File: src/rtl/cgrr_pkg.sv
package cgrr_pkg;

	// Defaults for the top-level parameters.
	localparam int FontBytesDefault = 2048;
	localparam int MaxGlyphDefault  = 8;

	// Fixed field widths.
	localparam int CfgIdxW  = 3;
	localparam int CfgDataW = 13;
	localparam int AddrW    = 24;
	localparam int MaskW    = 8;
	localparam int ColorW   = 8;

	// Input item operation codes.
	localparam logic OP_LOAD = 1'b0;
	localparam logic OP_DRAW = 1'b1;

	// Configuration register indexes.
	typedef enum logic [CfgIdxW-1:0] {
		CFG_CLIP_LEFT,
		CFG_CLIP_TOP,
		CFG_CLIP_RIGHT,
		CFG_CLIP_BOTTOM,
		CFG_LINE_PITCH,
		CFG_DRAW_COLOR,
		CFG_GLYPH_WIDTH,
		CFG_GLYPH_HEIGHT
	} cfg_reg_t;

	// Configuration register file contents.
	typedef struct packed {
		logic [10:0] clip_left;
		logic [10:0] clip_top;
		logic [11:0] clip_right;
		logic [11:0] clip_bottom;
		logic [12:0] line_pitch;
		logic [7:0]  draw_color;
		logic [3:0]  glyph_width;
		logic [3:0]  glyph_height;
	} cfg_t;

	// Sequencer states.
	typedef enum logic [1:0] {
		ST_IDLE,
		ST_PREP,
		ST_ROWS
	} seq_state_t;

	// One issued row, waiting for its font bytes.
	typedef struct packed {
		logic             valid;
		logic [2:0]       bit_off;
		logic             row_in;
		logic             underline;
		logic             last;
		logic [AddrW-1:0] addr;
		logic [MaskW-1:0] col_mask;
	} row_ctl_t;

endpackage

File: src/rtl/cgrr_out.sv
module cgrr_out (
	input  logic                         clk,
	input  logic                         arst_n,
	input  cgrr_pkg::row_ctl_t           row_s1,
	input  logic [7:0]                   rdata0,
	input  logic [7:0]                   rdata1,
	input  logic [cgrr_pkg::ColorW-1:0]  draw_color,
	output logic                         en,
	output logic                         out_valid,
	input  logic                         out_stall,
	output logic [cgrr_pkg::AddrW-1:0]   row_address,
	output logic [cgrr_pkg::MaskW-1:0]   write_mask,
	output logic [cgrr_pkg::ColorW-1:0]  color,
	output logic                         last
);

	import cgrr_pkg::*;

	logic              valid_q;
	logic [AddrW-1:0]  addr_q;
	logic [MaskW-1:0]  mask_q;
	logic [ColorW-1:0] color_q;
	logic              last_q;
	logic [15:0]       pair;
	logic [MaskW-1:0]  mask;

	// The pipe moves whenever the output register is empty or being taken.
	assign en = !valid_q || !out_stall;

	// Align the glyph row to bit zero and apply the clip.
	assign pair = {rdata1, rdata0} >> row_s1.bit_off;
	always_comb begin
		if (!row_s1.row_in) begin
			mask = '0;
		end else if (row_s1.underline) begin
			mask = row_s1.col_mask;
		end else begin
			mask = pair[MaskW-1:0] & row_s1.col_mask;
		end
	end

	always_ff @(posedge clk or negedge arst_n) begin
		if (!arst_n) begin
			valid_q <= 1'b0;
		end else if (en) begin
			valid_q <= row_s1.valid;
		end
	end

	always_ff @(posedge clk) begin
		if (en && row_s1.valid) begin
			addr_q  <= row_s1.addr;
			mask_q  <= mask;
			color_q <= draw_color;
			last_q  <= row_s1.last;
		end
	end

	assign out_valid   = valid_q;
	assign row_address = addr_q;
	assign write_mask  = mask_q;
	assign color       = color_q;
	assign last        = last_q;

endmodule

File: config.mk
export PLATFORM = sky130hd
export DESIGN_NAME = cgrr_out
export DESIGN_NICKNAME = d
export VERILOG_FILES = /design/src/rtl/cgrr_pkg.sv /design/src/rtl/cgrr_out.sv
export SDC_FILE = /design/constraint.sdc
export NUM_CORES = 1
export LEC_CHECK = 0
export BUFFER_PORTS_ARGS = -buffer_cell sky130_fd_sc_hd__buf_2
export CORE_MARGIN = 4
export CORE_UTILIZATION = 42
export DETAILED_ROUTE_END_ITERATION = 10
export PLACE_DENSITY = 0.76
export SKIP_CTS_REPAIR_TIMING = 1
export SLEW_MARGIN = 20
export SYNTH_ARGS = -nofsm -noshare
export SYNTH_HDL_FRONTEND = slang
export SYNTH_SLANG_ARGS = --single-unit
File: constraint.sdc
create_clock -name clk -period 2.2 [get_ports clk]
set_clock_uncertainty 0.1 [all_clocks]
set_input_delay 0.22 -clock clk [delete_from_list [all_inputs] [get_ports clk]]
set_output_delay 0.22 -clock clk [all_outputs]
set_load 0.01 [all_outputs]
=== After elaboration in Yosys (flattened, before gate mapping) ===
Cells that the tools add are included.

* Register bits after elaboration: 42
* Logic and storage cells: 12
* Input port bits: 66
* Output and inout port bits: 43

* Shift-type cells: 1
* Reduce and logical (&&, ||, !) cells: 4
* Mux-type cells: 1
* Bitwise operators: 1

{| class="wikitable"
|+ Operators with widths
! operator !! count
|-
| $shr A16 B3 Y8 || 1
|-
| $and A8 B8 Y8 || 1
|-
| $mux W8 || 1
|-
| $logic_not A1 Y1 || 2
|-
| $logic_and A1 B1 Y1 || 1
|-
| $logic_or A1 B1 Y1 || 1
|}

=== Depth between registers and ports, before layout ===
* Word-level depth: 3
* Mapped depth: 5
* Gate-level depth less buffers: 3

=== Worst setup path after synthesis ===
No wires, ideal clock.

* Kind: reg-to-reg
* Start: register valid_q, in the netlist out_valid
* End: register color_q[0], in the netlist color[0] (enable)
* Setup slack: 0.120 ns
* Stages on the path, launching flop included: 3
* Period minus slack after synthesis: 2.080 ns
* Arrival time: 1.577 ns
* Required time: 1.698 ns
* Path buffers: 0
* Library setup time: 0.402 ns
* Cells stage by stage: dfrtp_1 nand2_1 and2_1

* Cells in the longest elaborated chain, start to end: 3

{| class="wikitable"
|+ RTL lines
! item !! line !! source
|-
| start, declared || cgrr_out.sv:19 || <nowiki>logic valid_q;</nowiki>
|-
| start signal, assigned || cgrr_out.sv:46 || <nowiki>valid_q <= row_s1.valid;</nowiki>
|-
| $logic_not A1 Y1 || cgrr_out.sv:28 || <nowiki>assign en = !valid_q || !out_stall;</nowiki>
|-
| $logic_or A1 B1 Y1 || cgrr_out.sv:28 ||
|-
| via en || cgrr_out.sv:8 || <nowiki>output logic en,</nowiki>
|-
| $logic_and A1 B1 Y1 || cgrr_out.sv:51 || <nowiki>if (en && row_s1.valid) begin</nowiki>
|-
| end signal, assigned || cgrr_out.sv:54 || <nowiki>color_q <= draw_color;</nowiki>
|-
| end, declared || cgrr_out.sv:22 || <nowiki>logic [ColorW-1:0] color_q;</nowiki>
|}

The timed path passes the listed nets, and every way through them passes these cells.
A chain may end at the register's enable or synchronous reset.

=== Worst setup path in the final report ===
* Start: input port row_s1[35] (netlist bit)
* End: register mask_q[3], in the netlist write_mask[3], data pin

* Cells in the longest elaborated chain, start to end: 3

{| class="wikitable"
|+ RTL lines
! item !! line !! source
|-
| start, declared || cgrr_out.sv:4 || <nowiki>input cgrr_pkg::row_ctl_t row_s1,</nowiki>
|-
| $shr A16 B3 Y8 || cgrr_out.sv:31 || <nowiki>assign pair = {rdata1, rdata0} >> row_s1.bit_off;</nowiki>
|-
| $and A8 B8 Y8 || cgrr_out.sv:38 || <nowiki>mask = pair[MaskW-1:0] & row_s1.col_mask;</nowiki>
|-
| $mux W8 || cgrr_out.sv:35 || <nowiki>end else if (row_s1.underline) begin</nowiki>
|-
| end signal, assigned || cgrr_out.sv:53 || <nowiki>mask_q <= mask;</nowiki>
|-
| end, declared || cgrr_out.sv:21 || <nowiki>logic [MaskW-1:0] mask_q;</nowiki>
|}

No other way between the ends.

==> impl_metrics.toml <==
[run_status]
run_status = "completed"

[sta]
hold_viol = 0
slew_violations = 0
rsz0062_at_grt = "no"
fmax_ghz = 0.599
final-setup-viol-count = 0
period_share_pct = 75.9
tns_ns = 0
relSlewSlack_pct = 67.0
fin_hold_ws_ns = 0.0132
worstMarginPinSlew_ns = 0.483
period_needed_ns = 1.67
setup_ws_ns = 0.530

[floorplanning]
fp-row-count = 23
die_w_um = 72.7
core_um2 = 4030
chipHeight_um = 72.7
dieArea_um2 = 5290
initial_core_util_pct = 43.7
io_pins = 109

[yosys]
yosysWarnings = 0
synth_area_um2 = 1760
syn_inst = 92
synth.most_common_cell = "edfxtp_1"
synth.top_cell.area_share_pct = 70.0
ys_ff_latch = 42
synthTopCellsByArea = "edfxtp_1 70%, mux4_2 9.0%, mux2i_1 4.0%"
yosysTopAreaCell = "edfxtp_1"
synth_ff_type = "edfxtp_1"
synth.avg_cell_area_um2 = 19.1
ys_top_cells_by_count = "41 x edfxtp_1, 7 x mux2i_1, 7 x mux4_2"
synth-edff-count = 41
ys_seq_area_share_pct = 71.4
async_flop_share_pct = 2.38
syn_nets = 158
netlist-cell-type-count = 23

[critical_path]
cp.arrival_ns = 1.62
critPathRequiredTime_ns = 2.15
crit_fanout = 16
startpoint_type = "input port"
end_kind = "flop"
crit_chain = "buf_2 -> mux2_1 -> mux4_2 -> o211a_1"
rrSetupSlack_ns = 0.69
crit_type = "input port to flop"
cpPeakStageDelay_ns = 0.45
cp_slowest_cell = "mux4_2"

[clocking]
clk_latency_ns = 0.29
cts-root-buf = "clkbuf_8"
htree_levels = 2
clk_path_buf_depth = 2
cts_buffers = 5
cts_tree = "yes"
cts.sinks = 42
path_clk_slew_ns = 0.07

[pwr]
peakVddDrop_mv = 0.261
power_density_nw_per_um2 = 635
leakage_nw = 1.20
power_mw = 1.73

[detailed_routing]
ant_nets = 0
first_iter_violations = 72
routedWlPerCell_um = 16.5
wl_mm = 4.64
vias_per_cell = 5.02
drc = 0
vias = 1411
first_pass_iters = 4

[placed_design]
pre_cts_ws_ns = 0.219
dp_cells = 245
io_buffers = 107
placed_area_um2 = 2340
dpl.hpwl_mm = 3.21
gp_congestion = 0.802

[finish]
fin_cells = 281
drive_above_1_share_pct = 55.8
postLayoutCellArea_um2 = 2720
syn_to_final_growth_pct = 54.6
utilization_pct = 67.5
diodes = 0
fin_nets = 296

[global_route]
antenna_found_initial = 0
grt_overflow = 0
grt_pass1_vias = 1168
grt_usage_pct = 14.6
grt_max_degree = 29
grt_first_pass_wirelength_mm = 5.75

[hold_path]
hold_path.class = "input port to flop"

[run]
drv_cap = 0
-- registers in the layout, summed over array words and instances (netlist names) --
register / cells
row_address: 24
color: 8
write_mask: 8
last: 1
out_valid: 1
-- worst paths after layout --
path / startpoint / end / depth (start not counted)
max: row_s1[35] / write_mask[3] / 4
min: draw_color[5] / color[5] / 1
max reg2reg: out_valid / color[2] / 3
min reg2reg: out_valid / out_valid / 2
max in group asynchronous: arst_n / out_valid / 2
min in group asynchronous: arst_n / out_valid / 2
-- layer usage --
metal | vias up | track usage, % | share of wire (%)
met1 | 675 | 17.0 | 37
met3 | 7 | 6.06 | 12
li1 | 646 | - | -
met2 | 83 | 24.3 | 50
met4 | 0 | 4.92 | 1.1
met5 | - | 0 | 0
-- worst max-delay path: cells and delay by family --
family,cells,cell delay [ns]
muxes,2,0.84
buffers and inverters,1,0.34
AOI/OAI and AO/OA,1,0.22
-- power breakdown --
group | internal, mW | switching (mW) | total [mW]
logic | 0.156 | 0.129 | 0.285
registers | 0.932 | 0.0104 | 0.942
clock network | 0.252 | 0.247 | 0.499
-- cell usage in the layout, fill, tap and decap left out, types with 2 or more instances in the layout --
| cell type | Yosys | final |
|---|---|---|
| mux2i_1 | 7 | 7 |
| mux2_4 | 4 | 4 |
| a21oi_1 | 3 | 3 |
| o311ai_0 | 2 | 2 |
| nand2_1 | 5 | 5 |
| nand2b_1 | 2 | 2 |
| o211a_1 | 3 | 3 |
| clkbuf_8 | 0 | 6 |
| mux2_1 | 2 | 2 |
| edfxtp_1 | 41 | 41 |
| nor2_1 | 2 | 2 |
| dlygate4sd3_1 | 0 | 28 |
| a211oi_1 | 2 | 2 |
| buf_2 | 1 | 107 |
| mux4_2 | 7 | 7 |
-- logic make-up after synthesis --
| kind of cell | Yosys count | share of synthesized area (%) |
|---|---|---|
| mux | 21 | 18.3 |
| simple gates | 12 | 3.20 |
| compound gates | 11 | 4.91 |
| flops | 42 | 71.4 |
| buf+inv | 6 | 2.20 |
-- layout make-up --
cell class                 count  area (um2)
clock buffer                   6        82.6
sequential                    42        1260
multi-input combinational     44         465
timing repair buffer         136         836
tap                           50        62.6
inverter                       1        3.75
clock inverter                 2        12.5
fill                         279        1310
(Power assumes the default switching activity.)
