--- config.mk ---
export PLATFORM = sky130hd
export DESIGN_NAME = cgrr_seq
export DESIGN_NICKNAME = d
export VERILOG_FILES = /design/src/rtl/cgrr_pkg.sv /design/src/rtl/cgrr_seq.sv
export SDC_FILE = /design/constraint.sdc
export NUM_CORES = 1
export LEC_CHECK = 0
export BUFFER_PORTS_ARGS = -buffer_cell sky130_fd_sc_hd__buf_2
export CORE_MARGIN = 8
export CORE_UTILIZATION = 58
export CTS_CLUSTER_SIZE = 24
export DETAILED_ROUTE_END_ITERATION = 6
export MAX_ROUTING_LAYER = met4
export PLACE_DENSITY_LB_ADDON = 0.15
export RECOVER_POWER = 25
export SYNTH_ARGS = -nofsm -noshare
export SYNTH_HDL_FRONTEND = slang
export SYNTH_SLANG_ARGS = --single-unit
--- constraint.sdc ---
create_clock -name clk -period 8.59 [get_ports clk]
set_clock_uncertainty 0.15 [all_clocks]
set_input_delay 0.859 -clock clk [delete_from_list [all_inputs] [get_ports clk]]
set_output_delay 0.859 -clock clk [all_outputs]
set_load 0.02 [all_outputs]
--- src/rtl/cgrr_pkg.sv ---
package cgrr_pkg;

	// Defaults for the top-level parameters.
	localparam int FontBytesDefault = 2048;
	localparam int MaxGlyphDefault  = 8;

	// Fixed field widths.
	localparam int CfgIdxW  = 3;
	localparam int CfgDataW = 13;
	localparam int AddrW    = 24;
	localparam int MaskW    = 8;
	localparam int ColorW   = 8;

	// Input item operation codes.
	localparam logic OP_LOAD = 1'b0;
	localparam logic OP_DRAW = 1'b1;

	// Configuration register indexes.
	typedef enum logic [CfgIdxW-1:0] {
		CFG_CLIP_LEFT,
		CFG_CLIP_TOP,
		CFG_CLIP_RIGHT,
		CFG_CLIP_BOTTOM,
		CFG_LINE_PITCH,
		CFG_DRAW_COLOR,
		CFG_GLYPH_WIDTH,
		CFG_GLYPH_HEIGHT
	} cfg_reg_t;

	// Configuration register file contents.
	typedef struct packed {
		logic [10:0] clip_left;
		logic [10:0] clip_top;
		logic [11:0] clip_right;
		logic [11:0] clip_bottom;
		logic [12:0] line_pitch;
		logic [7:0]  draw_color;
		logic [3:0]  glyph_width;
		logic [3:0]  glyph_height;
	} cfg_t;

	// Sequencer states.
	typedef enum logic [1:0] {
		ST_IDLE,
		ST_PREP,
		ST_ROWS
	} seq_state_t;

	// One issued row, waiting for its font bytes.
	typedef struct packed {
		logic             valid;
		logic [2:0]       bit_off;
		logic             row_in;
		logic             underline;
		logic             last;
		logic [AddrW-1:0] addr;
		logic [MaskW-1:0] col_mask;
	} row_ctl_t;

endpackage

--- src/rtl/cgrr_seq.sv ---
module cgrr_seq #(
	parameter int FONT_BYTES     = 2048,
	parameter int MAX_GLYPH_SIZE = 8,
	parameter int FA_W           = 11
) (
	input  logic                   clk,
	input  logic                   arst_n,
	input  cgrr_pkg::cfg_t         cfg,
	input  logic                   in_valid,
	output logic                   in_stall,
	input  logic                   opcode,
	input  logic [10:0]            font_addr,
	input  logic [7:0]             font_byte,
	input  logic [7:0]             char_code,
	input  logic signed [11:0]     pos_x,
	input  logic signed [11:0]     pos_y,
	input  logic                   underline,
	input  logic                   en,
	output logic                   mem_we,
	output logic [FA_W-1:0]        mem_waddr,
	output logic [7:0]             mem_wdata,
	output logic [FA_W-1:0]        mem_raddr0,
	output logic [FA_W-1:0]        mem_raddr1,
	output cgrr_pkg::row_ctl_t     row_s1
);

	import cgrr_pkg::*;

	localparam int SzW       = $clog2(MAX_GLYPH_SIZE + 1);
	localparam int BitW      = 8 + $clog2(MAX_GLYPH_SIZE * MAX_GLYPH_SIZE);
	localparam int ByteW     = BitW - 3;
	localparam int WrapW     = (ByteW > 11) ? ByteW : 11;
	localparam int WrapSteps = (WrapW >= FA_W) ? WrapW - FA_W + 1 : 0;

	// Reduce a byte address modulo the store size by restoring subtraction.
	function automatic logic [FA_W-1:0] font_wrap(input logic [WrapW-1:0] v);
		logic [WrapW-1:0] r;
		r = v;
		for (int k = WrapSteps - 1; k >= 0; k--) begin
			if (32'(r) >= (FONT_BYTES << k)) begin
				r = r - WrapW'(FONT_BYTES << k);
			end
		end
		return FA_W'(r);
	endfunction

	// Clamp a glyph dimension to the supported range.
	function automatic logic [SzW-1:0] sat_size(input logic [3:0] v);
		if (v == 4'd0) begin
			return SzW'(1);
		end else if (32'(v) > MAX_GLYPH_SIZE) begin
			return SzW'(MAX_GLYPH_SIZE);
		end else begin
			return SzW'(v);
		end
	endfunction

	seq_state_t state_q;
	seq_state_t state_nxt;

	logic                in_acc;
	logic                draw_acc;
	logic                reject;
	logic                issue;
	logic [SzW-1:0]      w_in;
	logic [SzW-1:0]      h_in;
	logic signed [13:0]  xs;
	logic signed [13:0]  ys;
	logic signed [13:0]  cl;
	logic signed [13:0]  ct;
	logic signed [13:0]  cr;
	logic signed [13:0]  cb;
	logic signed [13:0]  row_pos;
	logic                is_ul;
	logic                last_row;
	logic [FA_W-1:0]     byte0;
	logic [MaskW-1:0]    col_mask;

	logic signed [13:0]  x_q;
	logic signed [13:0]  y_q;
	logic [7:0]          code_q;
	logic                ul_q;
	logic [SzW-1:0]      w_q;
	logic [SzW-1:0]      h_q;
	logic [2*SzW-1:0]    wh_q;
	logic [BitW-1:0]     bit_q;
	logic [AddrW-1:0]    addr_q;
	logic [SzW-1:0]      row_q;
	logic [MaskW-1:0]    col_mask_q;

	assign in_acc   = in_valid && !in_stall;
	assign draw_acc = in_acc && (opcode == OP_DRAW);

	// Loads go straight into the store on the accepting edge.
	assign mem_we    = in_acc && (opcode == OP_LOAD);
	assign mem_waddr = font_wrap(WrapW'(font_addr));
	assign mem_wdata = font_byte;

	// Coarse visibility test on the incoming draw item.
	assign w_in = sat_size(cfg.glyph_width);
	assign h_in = sat_size(cfg.glyph_height);
	assign xs   = {{2{pos_x[11]}}, pos_x};
	assign ys   = {{2{pos_y[11]}}, pos_y};
	assign cl   = $signed(14'(cfg.clip_left));
	assign ct   = $signed(14'(cfg.clip_top));
	assign cr   = $signed(14'(cfg.clip_right));
	assign cb   = $signed(14'(cfg.clip_bottom));
	assign reject = ((xs + $signed(14'(w_in))) < cl) || (xs > cr) ||
		((ys + $signed(14'(h_in))) < ct) || (ys > cb);

	// Per-row decisions for the row being issued.
	assign row_pos  = y_q + $signed(14'(row_q));
	assign is_ul    = (row_q == h_q);
	assign last_row = is_ul || ((row_q == SzW'(h_q - SzW'(1))) && !ul_q);

	// Font bytes holding this row: the one with the first bit and the next.
	assign byte0      = font_wrap(WrapW'(bit_q[BitW-1:3]));
	assign mem_raddr0 = byte0;
	assign mem_raddr1 = (32'(byte0) == FONT_BYTES - 1) ? '0 : FA_W'(byte0 + FA_W'(1));

	// Columns of the glyph that land inside the clip box.
	always_comb begin
		logic signed [13:0] col;
		for (int j = 0; j < MaskW; j++) begin
			col = x_q + 14'(j);
			col_mask[j] = (col >= cl) && (col < cr) && (32'(w_q) > j);
		end
	end

	// Next state.
	always_comb begin
		state_nxt = state_q;
		case (state_q)
			ST_IDLE: begin
				if (draw_acc && !reject) begin
					state_nxt = ST_PREP;
				end
			end
			ST_PREP: begin
				state_nxt = ST_ROWS;
			end
			ST_ROWS: begin
				if (en && last_row) begin
					state_nxt = ST_IDLE;
				end
			end
			default: begin
				state_nxt = ST_IDLE;
			end
		endcase
	end

	// State outputs.
	always_comb begin
		in_stall = 1'b1;
		issue    = 1'b0;
		case (state_q)
			ST_IDLE: begin
				in_stall = 1'b0;
			end
			ST_PREP: begin
				in_stall = 1'b1;
			end
			ST_ROWS: begin
				issue = en;
			end
			default: begin
				in_stall = 1'b1;
			end
		endcase
	end

	always_ff @(posedge clk or negedge arst_n) begin
		if (!arst_n) begin
			state_q <= ST_IDLE;
		end else begin
			state_q <= state_nxt;
		end
	end

	// Capture the draw item and set up the per-row walk.
	always_ff @(posedge clk) begin
		if (draw_acc) begin
			x_q    <= xs;
			y_q    <= ys;
			code_q <= char_code;
			ul_q   <= underline;
			w_q    <= w_in;
			h_q    <= h_in;
			wh_q   <= (2*SzW)'(w_in) * (2*SzW)'(h_in);
		end
		if (state_q == ST_PREP) begin
			bit_q      <= BitW'(BitW'(code_q) * BitW'(wh_q));
			addr_q     <= AddrW'(AddrW'(cfg.line_pitch) * {{(AddrW-14){y_q[13]}}, y_q})
				+ {{(AddrW-14){x_q[13]}}, x_q};
			row_q      <= '0;
			col_mask_q <= col_mask;
		end else if (issue) begin
			bit_q  <= bit_q + BitW'(w_q);
			addr_q <= addr_q + AddrW'(cfg.line_pitch);
			row_q  <= row_q + SzW'(1);
		end
	end

	// Row control travels alongside the font read.
	always_ff @(posedge clk or negedge arst_n) begin
		if (!arst_n) begin
			row_s1 <= '0;
		end else if (en) begin
			row_s1.valid     <= issue;
			row_s1.bit_off   <= bit_q[2:0];
			row_s1.row_in    <= (row_pos >= ct) && (row_pos < cb);
			row_s1.underline <= is_ul;
			row_s1.last      <= last_row;
			row_s1.addr      <= addr_q;
			row_s1.col_mask  <= col_mask_q;
		end
	end

endmodule

# Word-level counts from Yosys, hierarchy flattened
# Cells that the tools add are included.
# word_totals
ff_bits	140
in_bits	132
output_inout_bits	82
wordCells	126
# classes
n_addsub	16
mul	3
magnitude_cmp	32
n_eq_ne	7
n_mux	14
bitwise_logic	1
reduce_logical	34
# ops
operator	n
>= comparator 13 x 12 -> 1 bit	8
less-than comparator 13 bit	8
adder 12 x 4 -> 13 bit (second input constant)	4
2-to-1 mux 24 bit	2
adder 12 x 5 -> 13 bit	3
2-to-1 mux 14 bit	2
adder 12 x 3 -> 13 bit (second input constant)	2
> comparator 12 x 13 -> 1 bit	2
less-than comparator 13 x 12 -> 1 bit	2
adder 24 x 13 -> 24 bit	1
adder 24 bit	1
multiplier 14 x 12 -> 24 bit	1
logical AND 1 bit	23
> comparator 4 x 3 -> 1 bit (second input constant)	4
2-to-1 mux 4 bit	4
adder 14 x 4 -> 14 bit	1
multiplier 8 x 8 -> 14 bit	1
adder 12 x 2 -> 13 bit (second input constant)	1
less-than comparator 12 x 13 -> 1 bit	1
>= comparator 12 bit	1
adder 11 x 1 -> 11 bit (second input constant)	1
== test 11 bit (second input constant)	1
2-to-1 mux 11 bit	1
== test 4 bit	2
other kinds (20)	30

# Longest topological paths before layout
# depth
word_depth	12
ltp_mapped	22
depth_no_buf	21

# Worst setup path before layout
# Ideal clock, no wire load.
# synth_timing
path_type	input port to flip-flop
startpoint	input cfg[17] in the netlist's numbering
endpoint	register addr_q[21] (data pin)
setup_ns	0.283
t_arrival_ns	5.755
t_required_ns	8.157
setup_slack_ns	2.401
cell_stages	17
n_path_buf	1
path_cell_list	clkbuf_1 > nand2_1 > fa_1 > fa_1 > inv_1 > fa_1 > fa_1 > fa_1 > fa_1 > ha_1 > and4_1 > nor2b_1 > o2111a_1 > nor3_1 > a211oi_1 > xnor2_1 > a21oi_1
# synth_via
elab_chain_len	3
elab_cells_between_ends	5
classes_between	add/sub: 2; mul: 1; mux: 2
# synth_lines
item	line_no	rtl
start: declaration	cgrr_seq.sv:8	input cgrr_pkg::cfg_t cfg,
multiplier 14 x 12 -> 24 bit or adder 24 x 13 -> 24 bit (tied branches)	cgrr_seq.sv:194, cgrr_seq.sv:200	
adder 24 bit or 2-to-1 mux 24 bit (tied branches)	cgrr_seq.sv:195, cgrr_seq.sv:198	
2-to-1 mux 24 bit *	cgrr_seq.sv:192	if (state_q == ST_PREP) begin
end signal: assignment	cgrr_seq.sv:194	addr_q <= AddrW'(AddrW'(cfg.line_pitch) * {{(AddrW-14){y_q[13]}}, y_q})
end signal: assignment	cgrr_seq.sv:200	addr_q <= addr_q + AddrW'(cfg.line_pitch);
end: declaration	cgrr_seq.sv:87	logic [AddrW-1:0] addr_q;
# Every way passes the cells marked *; elsewhere a longest branch is shown, timed or not. The select of a mux whose other input is x is not followed.
# A chain may end at the register's enable or synchronous reset.

# Worst setup path after layout
# layout_timing
startpoint	register y_q[8]
endpoint	register addr_q[21] (data pin)
# layout_via
elab_chain_len	3
# layout_lines
item	line_no	rtl
start: declaration	cgrr_seq.sv:80	logic signed [13:0] y_q;
start signal: assignment	cgrr_seq.sv:185	y_q <= ys;
multiplier 14 x 12 -> 24 bit	cgrr_seq.sv:194	
adder 24 bit	cgrr_seq.sv:195	+ {{(AddrW-14){x_q[13]}}, x_q};
2-to-1 mux 24 bit	cgrr_seq.sv:192	
# Every way passes these cells.

==> run metrics <==
status complete, but fails checks; violated checks max-capacitance violations, max-slew violations; drc violations 0; first-pass iteration count of the detailed router 5; number of placement rows 70; Die Ht 208.8 um; number of different library cells in the post-synthesis netlist 68; Post-CTS Setup Bufs 0; slowest library cell on the worst path edfxtp_1; Worst Setup Slack post-DPL 1.676 ns; Final Wtd Congestion 0.9718; CP Max Fanout 17; worst hold path endpoint row_s1[5]; cell accounting for the most synthesized area ha_1; RSZ-0062 raised after global routing false; mean instance size in the synthesized netlist 9.265 sq um; largest net degree at the start of global routing 51; Clock Pin Slew Worst Setup and Hold Paths 0.07 ns; worst min-delay path startpoint col_mask_q[5]; global-route wire length before repair 96,030 um; number of port buffers 167; Max Cap Violations 2; root cell of the clock tree clkbuf_16; setup slack of the most critical reg-to-reg path 1.96 ns; Initial Util 0.5889; setup TNS 0 ns; placed wire-length estimate after detailed placement 46,440 um; dominant cell type by count on the critical path fa_1; antenna-violating nets left 0; count of cells along the worst register-to-register path 17; Iteration-0 DRC Markers 1,067; worst-margin pin slew 2.956 ns; CP Data Arrival Time 6.67 ns; vias in the first global route 18,494; fin crit share 0.7718; Area Growth Syn to Fin 7.365%; data required time at the worst endpoint 8.63 ns; Vias/cell 5.967; total number of clock tree sinks 140; share of final-layout standard cells stronger than drive strength 1 0.09411; critical path's largest stage delay 0.69 ns; Setup crit start kind flop; hold path cells 1; net count reported at finish 3,128; Max Root-Sink Buffers 2; routed len/inst 20.37 um; Tmin final 6.630 ns; count of flip-flops with a built-in enable after synthesis 95; worst vdd ir 0.0002575 V; worst skew pair latency 0.46 ns; # H-tree levels 4; kind of end point of the critical path flop; number of gates given a new drive strength after cts 0; Syn Nets 3,024; overall fraction of global-route tracks in use 0.2846; total congestion overflow 0; DIE WIDTH 208.8 um; biggest area contributors in the synthesized netlist ha_1 23%, fa_1 16%, edfxtp_1 13%; Post-Synthesis Cells 2,327; cts bufs inserted 17; number of warnings issued by yosys 0; area share of the largest cell type after synthesis 0.2258; Relative slew margins -0.9705; P_leak 11.19 nW; post-route setup slack 1.960 ns; max-slew violation count 88; async set or reset register ratio after synthesis 0.2929; vias after detailed routing 17,393; power density over the cells 295.1 nW/um^2; sequential area share after synthesis 0.1836; Synth Flop Type edfxtp_1; most frequent cells after synthesis 389 x ha_1, 280 x inv_1, 201 x nand2_1; Layout fillers 3,088; cts hold-fix bufs 0; top-level port count 214; CP cell instances and2_1, fa_1, inv_1, fa_1, inv_1, fa_1, fa_1, fa_1, fa_1, ha_1, and4_1, nor2b_1, o2111a_1, nor3_1, a211oi_1, xnor2_1, a21oi_1; RR Endpoint addr_q[21]; Fmax achieved 0.1508 GHz; area of the core region 36,610 sq um; most frequently used cell type in the post-synthesis netlist ha_1; Final setup viols 0; CTS tree yes; antenna violations before repair 3; path type of the worst setup path reg -> reg; Final Hold Viols 0; class of the worst hold path reg -> reg; startpoint of the lowest-slack register-to-register path y_q[8]; Synth Cell Area 21,560 sq um; area enclosed by the die boundary 43,600 sq um; final WL 59,370 um; register bit total from synthesis 140
-- routing by layer --
layer | GRT usage | wire length, um | up-vias
li1 | - | - | 8155
met1 | 0.3642 | 26150 | 8420
met2 | 0.4411 | 26860 | 671
met3 | 0.05193 | 4258 | 147
met4 | 0.1208 | 2103 | 0
met5 | - | 0 | -
-- state kept, by name, summed over array words and instances (netlist names) --
| name | count |
|---|---|
| x_q | 12 |
| col_mask_q | 8 |
| addr_q | 24 |
| code_q | 8 |
| bit_q | 14 |
| y_q | 12 |
| state_q | 2 |
| ul_q | 1 |
| row_s1 | 39 |
| wh_q | 8 |
| w_q | 4 |
| h_q | 4 |
| row_q | 4 |
-- worst max-delay path: cells and delay by family, from the launching register on --
kind | cells | cell delay, ns
adder cells (fa/ha/maj) | 7 | 3.48
AND/OR/NAND/NOR | 4 | 0.99
AO/OA/AOI/OAI | 3 | 0.76
flip-flops | 1 | 0.69
XOR/XNOR | 1 | 0.16
buffers and inverters | 2 | 0.12
-- through the flow --
step | utilization | instances | cell area [sq um] | hold WS, ns | total power [mW]
3_5_place_dp | 0.6168 | 2880 | 22580 | 0.3120 | 5.989
6_report | 0.6323 | 2915 | 23150 | 0.3232 | 6.831
3_3_place_gp | 0.6168 | 2880 | 22580 | 0.3068 | 5.856
5_1_grt | 0.6323 | 2915 | 23150 | 0.3475 | 7.612
2_1_floorplan | - | 2327 | 21560 | 0.3039 | 4.911
4_1_cts | 0.6332 | 2912 | 23180 | 0.3275 | 6.850
-- cell usage in the layout (no fill, tap or decap), types with 25 or more instances in the layout --
cell      netlist  routed
edfxtp_1       95      95
fa_1          176     176
and2_1        113     113
nor3_1         29      29
inv_1         280     280
xnor2_1       118     118
o21ai_0        72      72
a21o_1         49      49
o21a_1         25      25
dfrtp_1        41      41
nand3_1        45      45
clkbuf_1       52      29
nor2_1        116     116
xor2_1         47      47
ha_1          389     389
nand2_1       201     200
mux2_2         36      36
buf_2           3     141
a21oi_1       106     106
nor2b_1        35      35
-- worst max-delay path by stage --
| stage | from | cells after the start | slack (ns) | to |
|---|---|---|---|---|
| after global routing | y_q[11] | 16 | 1.67 | addr_q[21] |
| final | y_q[8] | 17 | 1.96 | addr_q[21] |
| after detailed placement | cfg[17] | 17 | 1.68 | addr_q[21] |
| after global placement | cfg[19] | 18 | 1.77 | addr_q[21] |
| after floorplan | cfg[17] | 17 | 2.40 | addr_q[21] |
| after CTS | y_q[11] | 16 | 1.99 | addr_q[21] |
-- report_power, final --
part	total (mW)	internal (mW)	switching (mW)
clock network	0.774	0.428	0.346
logic	5.04	2.24	2.80
registers	1.01	0.870	0.143
total	6.83	3.54	3.29
-- cells by family (layout without fill, tap and decap cells) --
kind of cell | count (synthesis) | count (layout) | share of synthesized area
buffers and inverters | 377 | 494 | 0.07156
muxes | 46 | 46 | 0.02345
xor gates and xnor gates | 165 | 165 | 0.06703
adders and majority gates | 565 | 565 | 0.3892
AOI/OAI and AO/OA | 406 | 406 | 0.1218
other | 0 | 3 | 0
and+or+nand+nor | 628 | 628 | 0.1433
DFF | 140 | 140 | 0.1836
-- final cells by class --
class	instances	area (sq um)	share of cell area
diodes	3	7.507	0.0003243
clock buffers	22	506.7	0.02189
clock inverters	10	90.09	0.003892
inverters	286	1074	0.04638
multi-input cells	1810	16060	0.6939
flip-flops and latches	140	3959	0.1710
well taps	468	585.6	0.02530
repair buffers	176	863.3	0.03730
(Power assumes the default switching activity.)
